## src/design/slpl_pkg.sv

```systemverilog
// shared types, constants and helpers for the slot pool linked list unit
// no dependencies; imported by every module of the block
package slpl_pkg;

   localparam int NUM_SLOTS = 128;
   localparam int SLOT_W    = $clog2(NUM_SLOTS);
   localparam int ID_W      = $clog2(NUM_SLOTS + 1);
   localparam int OP_W      = 2;
   localparam int ST_W      = 2;

   typedef logic [ID_W-1:0]   id_type;
   typedef logic [SLOT_W-1:0] addr_type;

   localparam id_type SLOT_NONE = ID_W'(NUM_SLOTS);

   typedef enum logic [OP_W-1:0] {
      OP_INIT   = 2'd0,
      OP_ALLOC  = 2'd1,
      OP_REMOVE = 2'd2,
      OP_QUERY  = 2'd3
   } op_type;

   typedef enum logic [ST_W-1:0] {
      ST_OK        = 2'd0,
      ST_FULL      = 2'd1,
      ST_PROTECTED = 2'd2,
      ST_NOT_USED  = 2'd3
   } status_type;

   // controller to datapath
   typedef struct packed {
      logic load;
      logic eval;
      logic wr2;
   } cmd_type;

   // datapath to controller
   typedef struct packed {
      logic need_wr2;
   } stat_type;

   // prev link of an entry not written since init: free chain 1..N-1
   function automatic id_type default_prev(addr_type addr);
      id_type res;
      if (addr == '0 || addr == SLOT_W'(NUM_SLOTS - 1)) begin
         res = SLOT_NONE;
      end else begin
         res = id_type'(addr) + id_type'(1);
      end
      return res;
   endfunction

endpackage

```

## src/design/slot_pool_linked_list_unit.sv

```systemverilog
// slot pool with lifo free list and doubly linked active list; top level
// init, query and refused ops strobe the result after the evaluate state; a successful
//   allocate or remove passes a second write state first (one registered link-memory read,
//   one or two writes per memory), set by the single write port per link memory
// reset (synchronous) leaves the pool as after init; a new op is taken only when busy is low
// the receiver cannot stall: each result is shown for one cycle under rsp_strobe
// depends on slpl_pkg, slpl_ctrl, slpl_dpath
module slot_pool_linked_list_unit (
   input  logic                          clock,
   input  logic                          reset,
   // command side
   input  logic                          start,
   output logic                          busy,
   input  logic [slpl_pkg::OP_W-1:0]     req_opcode,
   input  logic [slpl_pkg::SLOT_W-1:0]   req_slot_index,
   // result side
   output logic                          rsp_strobe,
   output logic [slpl_pkg::ID_W-1:0]     rsp_result_slot,
   output logic [slpl_pkg::ST_W-1:0]     rsp_status,
   output logic [slpl_pkg::ID_W-1:0]     rsp_used_count
);
   import slpl_pkg::*;

   // command and status between sequencer and datapath
   cmd_type  cmd;
   stat_type stat;

   // sequencer: idle, evaluate with read data, optional second write
   slpl_ctrl u_ctrl (
      .clock (clock),
      .reset (reset),
      .start (start),
      .stat  (stat),
      .cmd   (cmd),
      .busy  (busy)
   );

   // link memories carry per-entry valid bits so init clears only the valid bits
   slpl_dpath u_dpath (
      .clock           (clock),
      .reset           (reset),
      .cmd             (cmd),
      .stat            (stat),
      .req_opcode      (req_opcode),
      .req_slot_index  (req_slot_index),
      .rsp_strobe      (rsp_strobe),
      .rsp_result_slot (rsp_result_slot),
      .rsp_status      (rsp_status),
      .rsp_used_count  (rsp_used_count)
   );

endmodule

```

## src/design/slpl_ctrl.sv

```systemverilog
// sequencer for the slot pool: accept, evaluate, optional second write
// depends on slpl_pkg for the command and status structs
module slpl_ctrl (
   input  logic               clock,
   input  logic               reset,
   input  logic               start,
   input  slpl_pkg::stat_type stat,
   output slpl_pkg::cmd_type  cmd,
   output logic               busy
);
   import slpl_pkg::*;

   typedef enum logic [2:0] {
      S_IDLE = 3'b001,
      S_EVAL = 3'b010,
      S_WR2  = 3'b100
   } state_type;

   state_type state_ff, state_in;

   always_comb begin
      state_in = state_ff;
      cmd      = '0;
      unique case (state_ff)
         S_IDLE: begin
            if (start) begin
               cmd.load = 1'b1;
               state_in = S_EVAL;
            end
         end
         S_EVAL: begin
            cmd.eval = 1'b1;
            state_in = stat.need_wr2 ? S_WR2 : S_IDLE;
         end
         S_WR2: begin
            cmd.wr2  = 1'b1;
            state_in = S_IDLE;
         end
         default: begin
            state_in = S_IDLE;
         end
      endcase
   end

   always_ff @(posedge clock) begin
      if (reset) begin
         state_ff <= S_IDLE;
      end else begin
         state_ff <= state_in;
      end
   end

   assign busy = (state_ff != S_IDLE);

endmodule

```

## src/design/slpl_dpath.sv

```systemverilog
// datapath of the slot pool: link memories, in-use bits, list pointers, result register
// depends on slpl_pkg; driven by slpl_ctrl through cmd_type
module slpl_dpath (
   input  logic                          clock,
   input  logic                          reset,
   input  slpl_pkg::cmd_type             cmd,
   output slpl_pkg::stat_type            stat,
   input  logic [slpl_pkg::OP_W-1:0]     req_opcode,
   input  logic [slpl_pkg::SLOT_W-1:0]   req_slot_index,
   output logic                          rsp_strobe,
   output logic [slpl_pkg::ID_W-1:0]     rsp_result_slot,
   output logic [slpl_pkg::ST_W-1:0]     rsp_status,
   output logic [slpl_pkg::ID_W-1:0]     rsp_used_count
);
   import slpl_pkg::*;

   // link memories
   id_type next_mem [NUM_SLOTS];
   id_type prev_mem [NUM_SLOTS];

   logic [NUM_SLOTS-1:0] next_vld_ff, next_vld_in;
   logic [NUM_SLOTS-1:0] prev_vld_ff, prev_vld_in;
   logic [NUM_SLOTS-1:0] in_use_ff, in_use_in;

   id_type free_head_ff, free_head_in;
   id_type tail_ff, tail_in;
   id_type count_ff, count_in;

   op_type   op_ff;
   addr_type idx_ff;
   addr_type rd_addr_ff, rd_addr_in;
   id_type   rd_next_raw_ff, rd_prev_raw_ff;
   logic     rd_nvld_ff, rd_pvld_ff;

   id_type link_p_ff, link_p_in;
   id_type link_n_ff, link_n_in;
   id_type work_slot_ff, work_slot_in;
   logic   was_tail_ff, was_tail_in;

   logic       rsp_strobe_ff;
   id_type     rsp_slot_ff, rsp_slot_in;
   status_type rsp_status_ff, rsp_status_in;
   id_type     rsp_count_ff, rsp_count_in;
   logic       rsp_load;

   logic     nwe, pwe;
   addr_type nwr_addr, pwr_addr;
   id_type   nwr_data, pwr_data;

   id_type rd_next, rd_prev;
   logic   cur_used;

   assign rd_addr_in = (op_type'(req_opcode) == OP_ALLOC) ? free_head_ff[SLOT_W-1:0]
                                                           : req_slot_index;
   assign rd_next  = rd_nvld_ff ? rd_next_raw_ff : SLOT_NONE;
   assign rd_prev  = rd_pvld_ff ? rd_prev_raw_ff : default_prev(rd_addr_ff);
   assign cur_used = in_use_ff[idx_ff];

   assign stat.need_wr2 = ((op_ff == OP_ALLOC) && (free_head_ff != SLOT_NONE)) ||
                          ((op_ff == OP_REMOVE) && (idx_ff != '0) && cur_used);

   always_comb begin
      next_vld_in   = next_vld_ff;
      prev_vld_in   = prev_vld_ff;
      in_use_in     = in_use_ff;
      free_head_in  = free_head_ff;
      tail_in       = tail_ff;
      count_in      = count_ff;
      link_p_in     = link_p_ff;
      link_n_in     = link_n_ff;
      work_slot_in  = work_slot_ff;
      was_tail_in   = was_tail_ff;
      rsp_load      = 1'b0;
      rsp_slot_in   = SLOT_NONE;
      rsp_status_in = ST_OK;
      rsp_count_in  = count_ff;
      nwe           = 1'b0;
      pwe           = 1'b0;
      nwr_addr      = '0;
      pwr_addr      = '0;
      nwr_data      = SLOT_NONE;
      pwr_data      = SLOT_NONE;

      if (cmd.eval) begin
         case (op_ff)
            OP_INIT: begin
               next_vld_in   = '0;
               prev_vld_in   = '0;
               in_use_in     = NUM_SLOTS'(1);
               free_head_in  = id_type'(1);
               tail_in       = '0;
               count_in      = id_type'(1);
               rsp_load      = 1'b1;
               rsp_slot_in   = '0;
               rsp_count_in  = id_type'(1);
            end
            OP_ALLOC: begin
               if (free_head_ff == SLOT_NONE) begin
                  rsp_load      = 1'b1;
                  rsp_status_in = ST_FULL;
               end else begin
                  // new slot becomes the tail: no successor, old tail before it
                  nwe          = 1'b1;
                  nwr_addr     = free_head_ff[SLOT_W-1:0];
                  nwr_data     = SLOT_NONE;
                  pwe          = 1'b1;
                  pwr_addr     = free_head_ff[SLOT_W-1:0];
                  pwr_data     = tail_ff;
                  work_slot_in = free_head_ff;
                  free_head_in = rd_prev;
                  count_in     = count_ff + id_type'(1);
               end
            end
            OP_REMOVE: begin
               if (idx_ff == '0) begin
                  rsp_load      = 1'b1;
                  rsp_status_in = ST_PROTECTED;
               end else if (!cur_used) begin
                  rsp_load      = 1'b1;
                  rsp_status_in = ST_NOT_USED;
               end else begin
                  // bypass the slot forward, push it on the free list
                  if (rd_prev != SLOT_NONE) begin
                     nwe      = 1'b1;
                     nwr_addr = rd_prev[SLOT_W-1:0];
                     nwr_data = rd_next;
                  end
                  pwe              = 1'b1;
                  pwr_addr         = idx_ff;
                  pwr_data         = free_head_ff;
                  free_head_in     = id_type'(idx_ff);
                  in_use_in[idx_ff] = 1'b0;
                  count_in         = count_ff - id_type'(1);
                  was_tail_in      = (id_type'(idx_ff) == tail_ff);
                  if (id_type'(idx_ff) == tail_ff) begin
                     tail_in = rd_prev;
                  end
                  link_p_in = rd_prev;
                  link_n_in = rd_next;
               end
            end
            default: begin
               // successor query
               rsp_load      = 1'b1;
               rsp_slot_in   = rd_next;
               rsp_status_in = cur_used ? ST_OK : ST_NOT_USED;
            end
         endcase
      end

      if (cmd.wr2) begin
         rsp_load = 1'b1;
         if (op_ff == OP_ALLOC) begin
            // old tail links forward to the new slot
            nwe                                  = 1'b1;
            nwr_addr                             = tail_ff[SLOT_W-1:0];
            nwr_data                             = work_slot_ff;
            tail_in                              = work_slot_ff;
            in_use_in[work_slot_ff[SLOT_W-1:0]]  = 1'b1;
            rsp_slot_in                          = work_slot_ff;
         end else begin
            // successor links back to the predecessor
            if (!was_tail_ff && (link_n_ff != SLOT_NONE)) begin
               pwe      = 1'b1;
               pwr_addr = link_n_ff[SLOT_W-1:0];
               pwr_data = link_p_ff;
            end
         end
      end

      if (nwe) begin
         next_vld_in[nwr_addr] = 1'b1;
      end
      if (pwe) begin
         prev_vld_in[pwr_addr] = 1'b1;
      end
   end

   always_ff @(posedge clock) begin
      if (nwe) begin
         next_mem[nwr_addr] <= nwr_data;
      end
      if (pwe) begin
         prev_mem[pwr_addr] <= pwr_data;
      end
      if (cmd.load) begin
         rd_next_raw_ff <= next_mem[rd_addr_in];
         rd_prev_raw_ff <= prev_mem[rd_addr_in];
      end
   end

   always_ff @(posedge clock) begin
      if (reset) begin
         next_vld_ff   <= '0;
         prev_vld_ff   <= '0;
         in_use_ff     <= NUM_SLOTS'(1);
         free_head_ff  <= id_type'(1);
         tail_ff       <= '0;
         count_ff      <= id_type'(1);
         rsp_strobe_ff <= 1'b0;
      end else begin
         next_vld_ff   <= next_vld_in;
         prev_vld_ff   <= prev_vld_in;
         in_use_ff     <= in_use_in;
         free_head_ff  <= free_head_in;
         tail_ff       <= tail_in;
         count_ff      <= count_in;
         rsp_strobe_ff <= rsp_load;
      end
   end

   always_ff @(posedge clock) begin
      if (cmd.load) begin
         op_ff      <= op_type'(req_opcode);
         idx_ff     <= req_slot_index;
         rd_addr_ff <= rd_addr_in;
         rd_nvld_ff <= next_vld_ff[rd_addr_in];
         rd_pvld_ff <= prev_vld_ff[rd_addr_in];
      end
      link_p_ff    <= link_p_in;
      link_n_ff    <= link_n_in;
      work_slot_ff <= work_slot_in;
      was_tail_ff  <= was_tail_in;
      if (rsp_load) begin
         rsp_slot_ff   <= rsp_slot_in;
         rsp_status_ff <= rsp_status_in;
         rsp_count_ff  <= rsp_count_in;
      end
   end

   assign rsp_strobe      = rsp_strobe_ff;
   assign rsp_result_slot = rsp_slot_ff;
   assign rsp_status      = rsp_status_ff;
   assign rsp_used_count  = rsp_count_ff;

endmodule
```

## config.mk

```make
export PLATFORM = sky130hd
export DESIGN_NAME = slot_pool_linked_list_unit
export DESIGN_NICKNAME = d
export VERILOG_FILES = /design/src/design/slpl_pkg.sv /design/src/design/slot_pool_linked_list_unit.sv /design/src/design/slpl_ctrl.sv /design/src/design/slpl_dpath.sv
export SDC_FILE = /design/constraint.sdc
export NUM_CORES = 2
export LEC_CHECK = 0
export BUFFER_PORTS_ARGS = -buffer_cell sky130_fd_sc_hd__buf_2
export CORE_MARGIN = 5
export CORE_UTILIZATION = 30
export CTS_BUF_LIST = sky130_fd_sc_hd__clkbuf_4 sky130_fd_sc_hd__clkbuf_8
export DETAILED_ROUTE_END_ITERATION = 6
export PLACE_DENSITY_LB_ADDON = 0.1
export SLEW_MARGIN = 5
export SYNTH_ARGS = -nofsm -noshare
export SYNTH_HDL_FRONTEND = slang
export SYNTH_SLANG_ARGS = --single-unit
export TNS_END_PERCENT = 50
```

## constraint.sdc

```tcl
create_clock -name clock -period 12.1 [get_ports clock]
set_clock_uncertainty 0.15 [all_clocks]
set_input_delay 0.605 -clock clock [delete_from_list [all_inputs] [get_ports clock]]
set_output_delay 0.605 -clock clock [all_outputs]
set_load 0.02 [all_outputs]
```

# After elaboration in Yosys (flattened, before gate mapping)
# Memory sizes are Yosys's and may differ from the RTL's. A register that Yosys moved wholly into a read port is not among the register bits.
# Index checks and enable logic that the tools add are counted.
word_totals:
  rom_bits: 0
  ff_bits: 473
  inputBits: 12
  n_memories: 2
  ramBits: 2048
  latchBits: 0
memory_table:
  columns: ["memory", "words", "width", "rd", "rd_ports_with_merged_regs", "wr", "line_no", "source"]
  rows:
  - ["u_dpath.next_mem", 128, 8, 1, 1, 1, "slpl_dpath.sv:18", "id_type next_mem [NUM_SLOTS];"]
  - ["u_dpath.prev_mem", 128, 8, 1, 1, 1, "slpl_dpath.sv:19", "id_type prev_mem [NUM_SLOTS];"]
classes:
  div: 0
  n_lt_le_gt_ge: 9
  add_sub_neg: 3
  mux: 117
  shifts: 0
  n_bitwise: 7
  multipliers: 0
  eq_ne: 17
  reduce_logical: 20
op_table:
  columns: ["cell", "n"]
  rows:
  - ["128-bit 2-to-1 mux", 11]
  - ["128-bit OR", 3]
  - ["8-bit 2-to-1 mux", 34]
  - ["128-bit one-hot mux with 2 select lines", 1]
  - ["128-bit AND", 1]
  - ["128-bit NOT", 1]
  - ["7-bit 2-to-1 mux", 14]
  - ["8-bit one-hot mux with 2 select lines", 3]
  - ["8-bit one-hot mux with 3 select lines", 2]
  - ["7-bit by 8-bit < comparator with 1-bit output, second input constant", 5]
  - ["1-bit 2-to-1 mux", 34]
  - ["1-bit demux with 7-bit select", 4]
  - ["7-bit by 1-bit >= comparator with 1-bit output, second input constant", 4]
  - ["7-bit one-hot mux with 2 select lines", 2]
  - ["8-bit inequality test, second input constant", 3]
  - ["1-bit binary-select mux with 7-bit select", 3]
  - ["7-bit logical NOT", 2]
  - ["7-bit by 1-bit adder with 8-bit output, second input constant", 1]
  - ["8-bit by 1-bit adder with 8-bit output, second input constant", 1]
  - ["7-bit by 8-bit == test with 1-bit output", 1]
  - ["8-bit == test, second input constant", 1]
  - ["1-bit logical AND", 8]
  - ["8-bit by 1-bit subtractor with 8-bit output, second input constant", 1]
  - ["7-bit == test, second input constant", 1]
  - ["other kinds (23)", 32]

# Logic depth before layout (Yosys ltp)
logic_depth:
  word_depth: 18
  depth_mapped: 16
  ltp_nobuf: 12

# Hierarchy
# Synthesis repeated with hierarchy kept, for this count alone.
unflattened:
  cells_unflattened: 9170
  hier_area_um2: 105906.6
modules_own_cells:
  columns: ["module", "area_each_um2", "cells_each", "n_inst", "seq_area_each_um2"]
  rows:
  - ["slpl_dpath", 105766.4, 9156, 1, 71999.1]
  - ["slpl_ctrl", 140.1, 14, 1, 60.1]

# Least setup slack after synthesis
# No wires, ideal clock.
synth_timing:
  path_kind: "register to register"
  from: "register u_dpath.idx_ff[1]"
  to: "memory u_dpath.next_mem[0][0] (netlist bit) (data pin)"
  stages_incl_launch_ff: 15
  slack_ns: 1.889
  t_arrival_ns: 8.859
  synth_period_minus_slack_ns: 10.211
  setup_ns: 1.201
  path_cell_list: "edfxtp_1 > buf_4 > nand2b_1 > buf_2 > buf_2 > o22ai_1 > o21ai_1 > a41o_1 > and4_4 > buf_6 > buf_6 > buf_4 > nor3_1 > nand2_1 > o21ai_0"
synth_between:
  elab_chain_cells: 8
  word_cells_on_any_way: 9
  classes_between: "mux (8); reduce/logical (1)"
synth_rtl:
  columns: ["element", "line_no", "source"]
  rows:
  - ["start: declaration", "slpl_dpath.sv:30", "addr_type idx_ff;"]
  - ["start signal: assignment", "slpl_dpath.sv:215", "idx_ff <= req_slot_index;"]
  - ["1-bit binary-select mux with 7-bit select", "slpl_dpath.sv:57", "assign cur_used = in_use_ff[idx_ff];"]
  - ["1-bit 2-to-1 mux (implied by the code)", "slpl_dpath.sv:57", null]
  - ["8-bit 2-to-1 mux", "slpl_dpath.sv:118", "end else if (!cur_used) begin"]
  - ["8-bit 2-to-1 mux (*)", "slpl_dpath.sv:115", "if (idx_ff == '0) begin"]
  - ["8-bit 2-to-1 mux (*)", null, null]
  - ["8-bit 2-to-1 mux (*)", "slpl_dpath.sv:84", "if (cmd.eval) begin"]
  - ["8-bit 2-to-1 mux", "slpl_dpath.sv:153", "if (op_ff == OP_ALLOC) begin"]
  - ["8-bit 2-to-1 mux (*)", "slpl_dpath.sv:151", "if (cmd.wr2) begin"]
  - ["net u_dpath.nwr_data[0]", "slpl_dpath.sv:48", "id_type nwr_data, pwr_data;"]
  - ["end: declaration", "slpl_dpath.sv:18", null]
# The timed path passes the listed nets; every way through them passes the cells marked *. The select of a mux whose other input is x is not followed.

# Worst setup path after layout
layout_timing:
  from: "register u_dpath.idx_ff[0]"
  to: "memory u_dpath.next_mem[35][3] (netlist bit), enable pin"
layout_between:
  elab_chain_cells: 10
  word_cells_on_any_way: 17
  classes_between: "mux (16); reduce/logical (1)"
layout_rtl:
  columns: ["element", "line_no", "source"]
  rows:
  - ["1-bit binary-select mux with 7-bit select", "slpl_dpath.sv:57", null]
  - ["1-bit 2-to-1 mux (implied by the code)", "slpl_dpath.sv:57", null]
  - ["1-bit 2-to-1 mux", "slpl_dpath.sv:118", null]
  - ["1-bit 2-to-1 mux", "slpl_dpath.sv:115", null]
  - ["1-bit one-hot mux with 2 select lines", "slpl_dpath.sv:85", "case (op_ff)"]
  - ["1-bit 2-to-1 mux", "slpl_dpath.sv:84", null]
  - ["1-bit 2-to-1 mux", "slpl_dpath.sv:153", null]
  - ["1-bit 2-to-1 mux", "slpl_dpath.sv:151", null]
  - ["1-bit 2-to-1 mux", "slpl_dpath.sv:180", "if (nwe) begin"]
  - ["1-bit 2-to-1 mux (implied by the code)", "slpl_dpath.sv:181", "next_mem[nwr_addr] <= nwr_data;"]
# Several ways; a longest one is shown, not always the timed one. The select of a mux whose other input is x is not followed.

==> tab_implementation.tex <==
\begin{tabular}{lr}
\hline
Metric & Value \\
\hline
\multicolumn{2}{l}{\textbf{Finish}} \\
\quad Layout-stage area growth over the synthesis result & 13.3\% \\
\quad Number of filler instances in the final layout & 35,107 \\
\quad Finished Layout Cells & 14,082 \\
\quad Fraction of final layout cells sized beyond drive strength 1 & 10.9\% \\
\quad Final instance area & 120,000 µm² \\
\quad Nets & 9,127 \\
\multicolumn{2}{l}{\textbf{Routing}} \\
\quad Via count of the routed design & 74,129 \\
\quad Vias per cell & 5.26 \\
\quad Routed wirelength normalized by instance count & 25.5 µm \\
\quad Antenna viol nets, final & 0 \\
\quad Router iterations before antenna repair & 6 \\
\quad Remaining design rule violation count & 0 \\
\quad Total routed wirelength & 359,000 µm \\
\quad Number of DRC violations after detailed-routing iteration 0 & 7,022 \\
\multicolumn{2}{l}{\textbf{Timing}} \\
\quad Slew HR & 12.4\% \\
\quad Final TNS setup & 0 ns \\
\quad Number of slew-limit violations in the final report & 0 \\
\quad Setup repair after global routing missed its margin & no \\
\quad Part of the cycle the worst path needs & 53.8\% \\
\quad Final setup viols & 0 \\
\quad Clock period minus final worst setup slack & 6.52 ns \\
\quad Slew @ Worst Pin & 1.31 ns \\
\quad Max Fclk & 0.153 GHz \\
\quad Final hold violation count & 0 \\
\multicolumn{2}{l}{\textbf{Critical path}} \\
\quad Type of element capturing the critical path & register \\
\quad Reg2reg start & u\_dpath.idx\_ff[0]\$\_DFFE\_PP\_ \\
\quad Critical path arrival & 7.07 ns \\
\quad Largest fanout of any net on the critical path & 53 \\
\quad Crit path to & u\_dpath.next\_mem[35][3]\$\_DFFE\_PP\_ \\
\quad End of the worst register-to-register path & u\_dpath.next\_mem[35][3]\$\_DFFE\_PP\_ \\
\quad Critical Setup Path Class & reg2reg \\
\quad Reg-to-reg slack, setup & 5.58 ns \\
\quad Reg2Reg Depth & 11 \\
\quad Worst setup SP type & register \\
\quad Startpoint of the worst setup timing path & u\_dpath.idx\_ff[0]\$\_DFFE\_PP\_ \\
\quad Required time of the worst setup path & 12.65 ns \\
\multicolumn{2}{l}{\textbf{Yosys}} \\
\quad Cell count after synthesis & 9,182 \\
\quad Most common cell in the synthesized netlist & nand2\_1 \\
\quad Most used flip-flop cell after synthesis & edfxtp\_1 \\
\quad Simple-Gate Fraction of Synth Area & 18.0\% \\
\quad Combinational family with the most area after synthesis & simple AND/OR/NAND/NOR gates \\
\quad Proportion of netlist area held by the largest area contributor & 60.4\% \\
\quad Post-synthesis mux area share & 1.74\% \\
\quad Number of enable flip-flop cells after synthesis & 2,125 \\
\quad Distinct cell type count after synthesis & 81 \\
\quad Synth Net Count & 9,207 \\
\quad Synthesized-area fraction occupied by ao, oa, aoi and oai cells & 8.89\% \\
\quad Sequential area share after synthesis & 68.2\% \\
\quad Mapped cell area & 106,000 µm² \\
\quad Top area cells in the synthesized netlist & edfxtp\_1 60\%, nand2\_1 8.5\%, dfxtp\_1 7.8\% \\
\quad Adder-Cell Fraction of Synth Area & 0.161\% \\
\quad Post-synthesis cell type with the largest combined area & edfxtp\_1 \\
\quad Mean post-synth cell area & 11.5 µm² \\
\quad Post-synthesis share of cell area spent on xor and xnor gates & 0.149\% \\
\quad Proportion of register bits with asynchronous set or reset after synthesis & 0\% \\
\quad Most frequent cells after synthesis & 2,404 x nand2\_1, 2,125 x edfxtp\_1, 939 x nand3\_1 \\
\quad Total number of yosys warnings & 0 \\
\quad Flip-flop and latch count after synthesis & 2,537 \\
\multicolumn{2}{l}{\textbf{Die}} \\
\quad Number of rows created at floorplan & 218 \\
\quad Placeable core region & 352,000 µm² \\
\quad IO Pins & 32 \\
\quad Die height & 604 µm \\
\quad Initial Utilization & 30.0\% \\
\quad DIE WIDTH & 604 µm \\
\quad Die footprint & 364,000 µm² \\
\multicolumn{2}{l}{\textbf{Pwr}} \\
\quad Proportion of power drawn by combinational gates & 6.3\% \\
\quad Power density over the cells & 154 nW/µm² \\
\quad P\_leak & 0.0402 µW \\
\quad Switching Fraction & 24.6\% \\
\quad Portion of total power attributed to sequential cells & 50.8\% \\
\quad VDD IR max & 0.0817 mV \\
\quad Internal cell power & 13,900 µW \\
\quad Switching pwr & 4550 µW \\
\quad Clock network fraction of total power & 42.9\% \\
\quad Overall power of the completed layout & 18,500 µW \\
\multicolumn{2}{l}{\textbf{Clock network}} \\
\quad Buffers inserted during post-CTS setup optimization & 0 \\
\quad Hold bufs inserted after CTS & 11 \\
\quad Root Buffer & clkbuf\_8 \\
\quad Clock Pin Slew Worst Setup and Hold Paths & 0.06 ns \\
\quad Clock Sink Count & 2,537 \\
\quad Clk\_lat worst skew & 1.11 ns \\
\quad Number of buffers between clock root and the deepest sink & 4 \\
\quad CTS H-tree lvls & 5 \\
\quad CTS Buf Count & 447 \\
\quad Clock tree from TritonCTS & done \\
\quad Post-cts sizing count & 0 \\
\multicolumn{2}{l}{\textbf{Min path}} \\
\quad HP Start & req\_opcode[0] \\
\quad Worst Hold Class & in2reg \\
\multicolumn{2}{l}{\textbf{Global route}} \\
\quad Initial antenna violation count & 16 \\
\quad Largest net degree at the start of global routing & 209 \\
\quad First-pass GRT wire length & 523,000 µm \\
\quad Via count of the first global-routing pass & 73,470 \\
\quad Total congestion overflow after global routing & 0 \\
\quad Combined global-route utilization of all metal layers & 19.0\% \\
\multicolumn{2}{l}{\textbf{Run status}} \\
\quad Run status & finished, final reports clean \\
\multicolumn{2}{l}{\textbf{Placed design}} \\
\quad Global placement routability congestion & 0.798 \\
\quad Post-DP HPWL & 199,000 µm \\
\quad Cell area after placement & 111,000 µm² \\
\quad Cell total after placement & 13,262 \\
\quad \# port buffers & 31 \\
\multicolumn{2}{l}{\textbf{Run}} \\
\quad Max-capacitance violation count & 0 \\
\hline
\end{tabular}
[area by class of cell]
| class | count | area (µm²) | share of cell area (%) |
|---|---|---|---|
| repair buffers | 204 | 1800 | 1.51 |
| inverters | 40 | 170 | 0.142 |
| diodes | 8 | 20.0 | 0.0167 |
| multi-input cells | 5872 | 31100 | 26.0 |
| clock buffers | 643 | 7920 | 6.62 |
| flip-flops and latches | 2537 | 72100 | 60.2 |
| clock inverters | 158 | 886 | 0.740 |
| well taps | 4620 | 5780 | 4.83 |
[worst max-delay path, stage by stage (launching register included)]
cell      delay, ns
edfxtp_1       0.32
buf_4          0.70
buf_4          0.51
mux2i_1        0.26
o22ai_1        0.13
o21ai_0        0.26
a41o_1         0.35
a41oi_2        0.48
a21boi_1       0.83
nand3_2        0.77
buf_4          0.54
nor2_1         0.70
[through the flow]
step	hold slack (ns)	worst slack, ns	utilization [%]
after floorplan	0.256	1.89	-
after global routing	0.106	5.27	34.0
after detailed placement	0.320	5.58	31.5
final	0.179	5.58	34.0
after global placement	0.316	5.64	31.5
after CTS	0.0377	5.53	34.0
[sequential cells by signal, indices dropped and copies added (netlist names), 2 cells and up]
name / count
u_dpath.next_mem: 1024
u_dpath.prev_mem: 1024
u_dpath.in_use_ff: 128
u_dpath.next_vld_ff: 128
u_dpath.prev_vld_ff: 128
u_dpath.count_ff: 8
u_dpath.free_head_ff: 8
u_dpath.link_n_ff: 8
u_dpath.link_p_ff: 8
u_dpath.rd_next_raw_ff: 8
u_dpath.rd_prev_raw_ff: 8
u_dpath.rsp_result_slot: 8
u_dpath.rsp_used_count: 8
u_dpath.tail_ff: 8
u_dpath.work_slot_ff: 8
u_dpath.idx_ff: 7
u_dpath.rd_addr_ff: 7
u_ctrl.state_ff: 3
u_dpath.op_ff: 2
u_dpath.rsp_status: 2
[power groups by stage]
stage | logic (µW) | clock network, µW | registers [µW]
finish | 1160 | 7930 | 9380
detailed placement | 1170 | 0 | 9560
global placement | 1170 | 0 | 9560
global route | 1260 | 8580 | 9370
floorplan | 711 | 0 | 9540
CTS | 1180 | 8180 | 9380
[layer usage]
layer	track usage, %	wire (µm)
met1	26.9	164000
met2	30.7	167000
met3	2.74	19600
met4	4.73	8630
met5	0	0
[placed cells by master (no fill, tap or decap), types with 10 or more instances in the layout]
master         Yosys  layout
inv_1             34      33
o22ai_1           36      36
o311ai_0          55      55
clkinv_2           0      48
o31ai_1           19      18
clkinv_1           3      91
edfxtp_1        2125    2125
nand3_1          939     928
a311oi_1         433     433
o21ai_1           13      11
buf_2             57      30
and2_1            10      10
or3_1             10      10
a2bb2oi_1         44      44
ha_1              12      11
dlygate4sd3_1      0      11
xor2_1            12      12
a22oi_1          347     347
mux4_2            18      18
clkbuf_8           0     495
o21ai_0          182     168
nor2b_1           25      25
nand3_2            0      10
nand4_1           10      10
nor3_2             2      13
nor2_1           683     680
nand2_1         2404    2403
dfxtp_1          412     412
o21ai_4            0      14
clkbuf_4           0     148
a21oi_1           30      29
mux2i_1          143     137
and3_1           203     203
buf_4             10     137
nand2b_1          14      14
buf_12             0      25
nor3_1            98      85
[cell families after synthesis]
kind of cell,count (synthesis)
multiplexers,161
AND/OR/NAND/NOR,4456
flip-flops,2537
buffers and inverters,773
AO/OA/AOI/OAI,1224
XOR/XNOR,18
adder cells (fa/ha/maj),13
[how the worst min path moves through the flow]
stage	end	slack (ns)	depth (start not counted)
detailed placement	u_dpath.count_ff[4]$_SDFFE_PP0P_	0.32	2
global route	u_dpath.op_ff[0]$_DFFE_PP_	0.11	2
finish	u_dpath.op_ff[0]$_DFFE_PP_	0.18	2
floorplan	u_dpath.work_slot_ff[5]$_DFFE_PP_	0.26	0
global placement	u_dpath.count_ff[5]$_SDFFE_PP0P_	0.32	2
CTS	u_dpath.op_ff[0]$_DFFE_PP_	0.04	2
(Power assumes the default switching activity.)
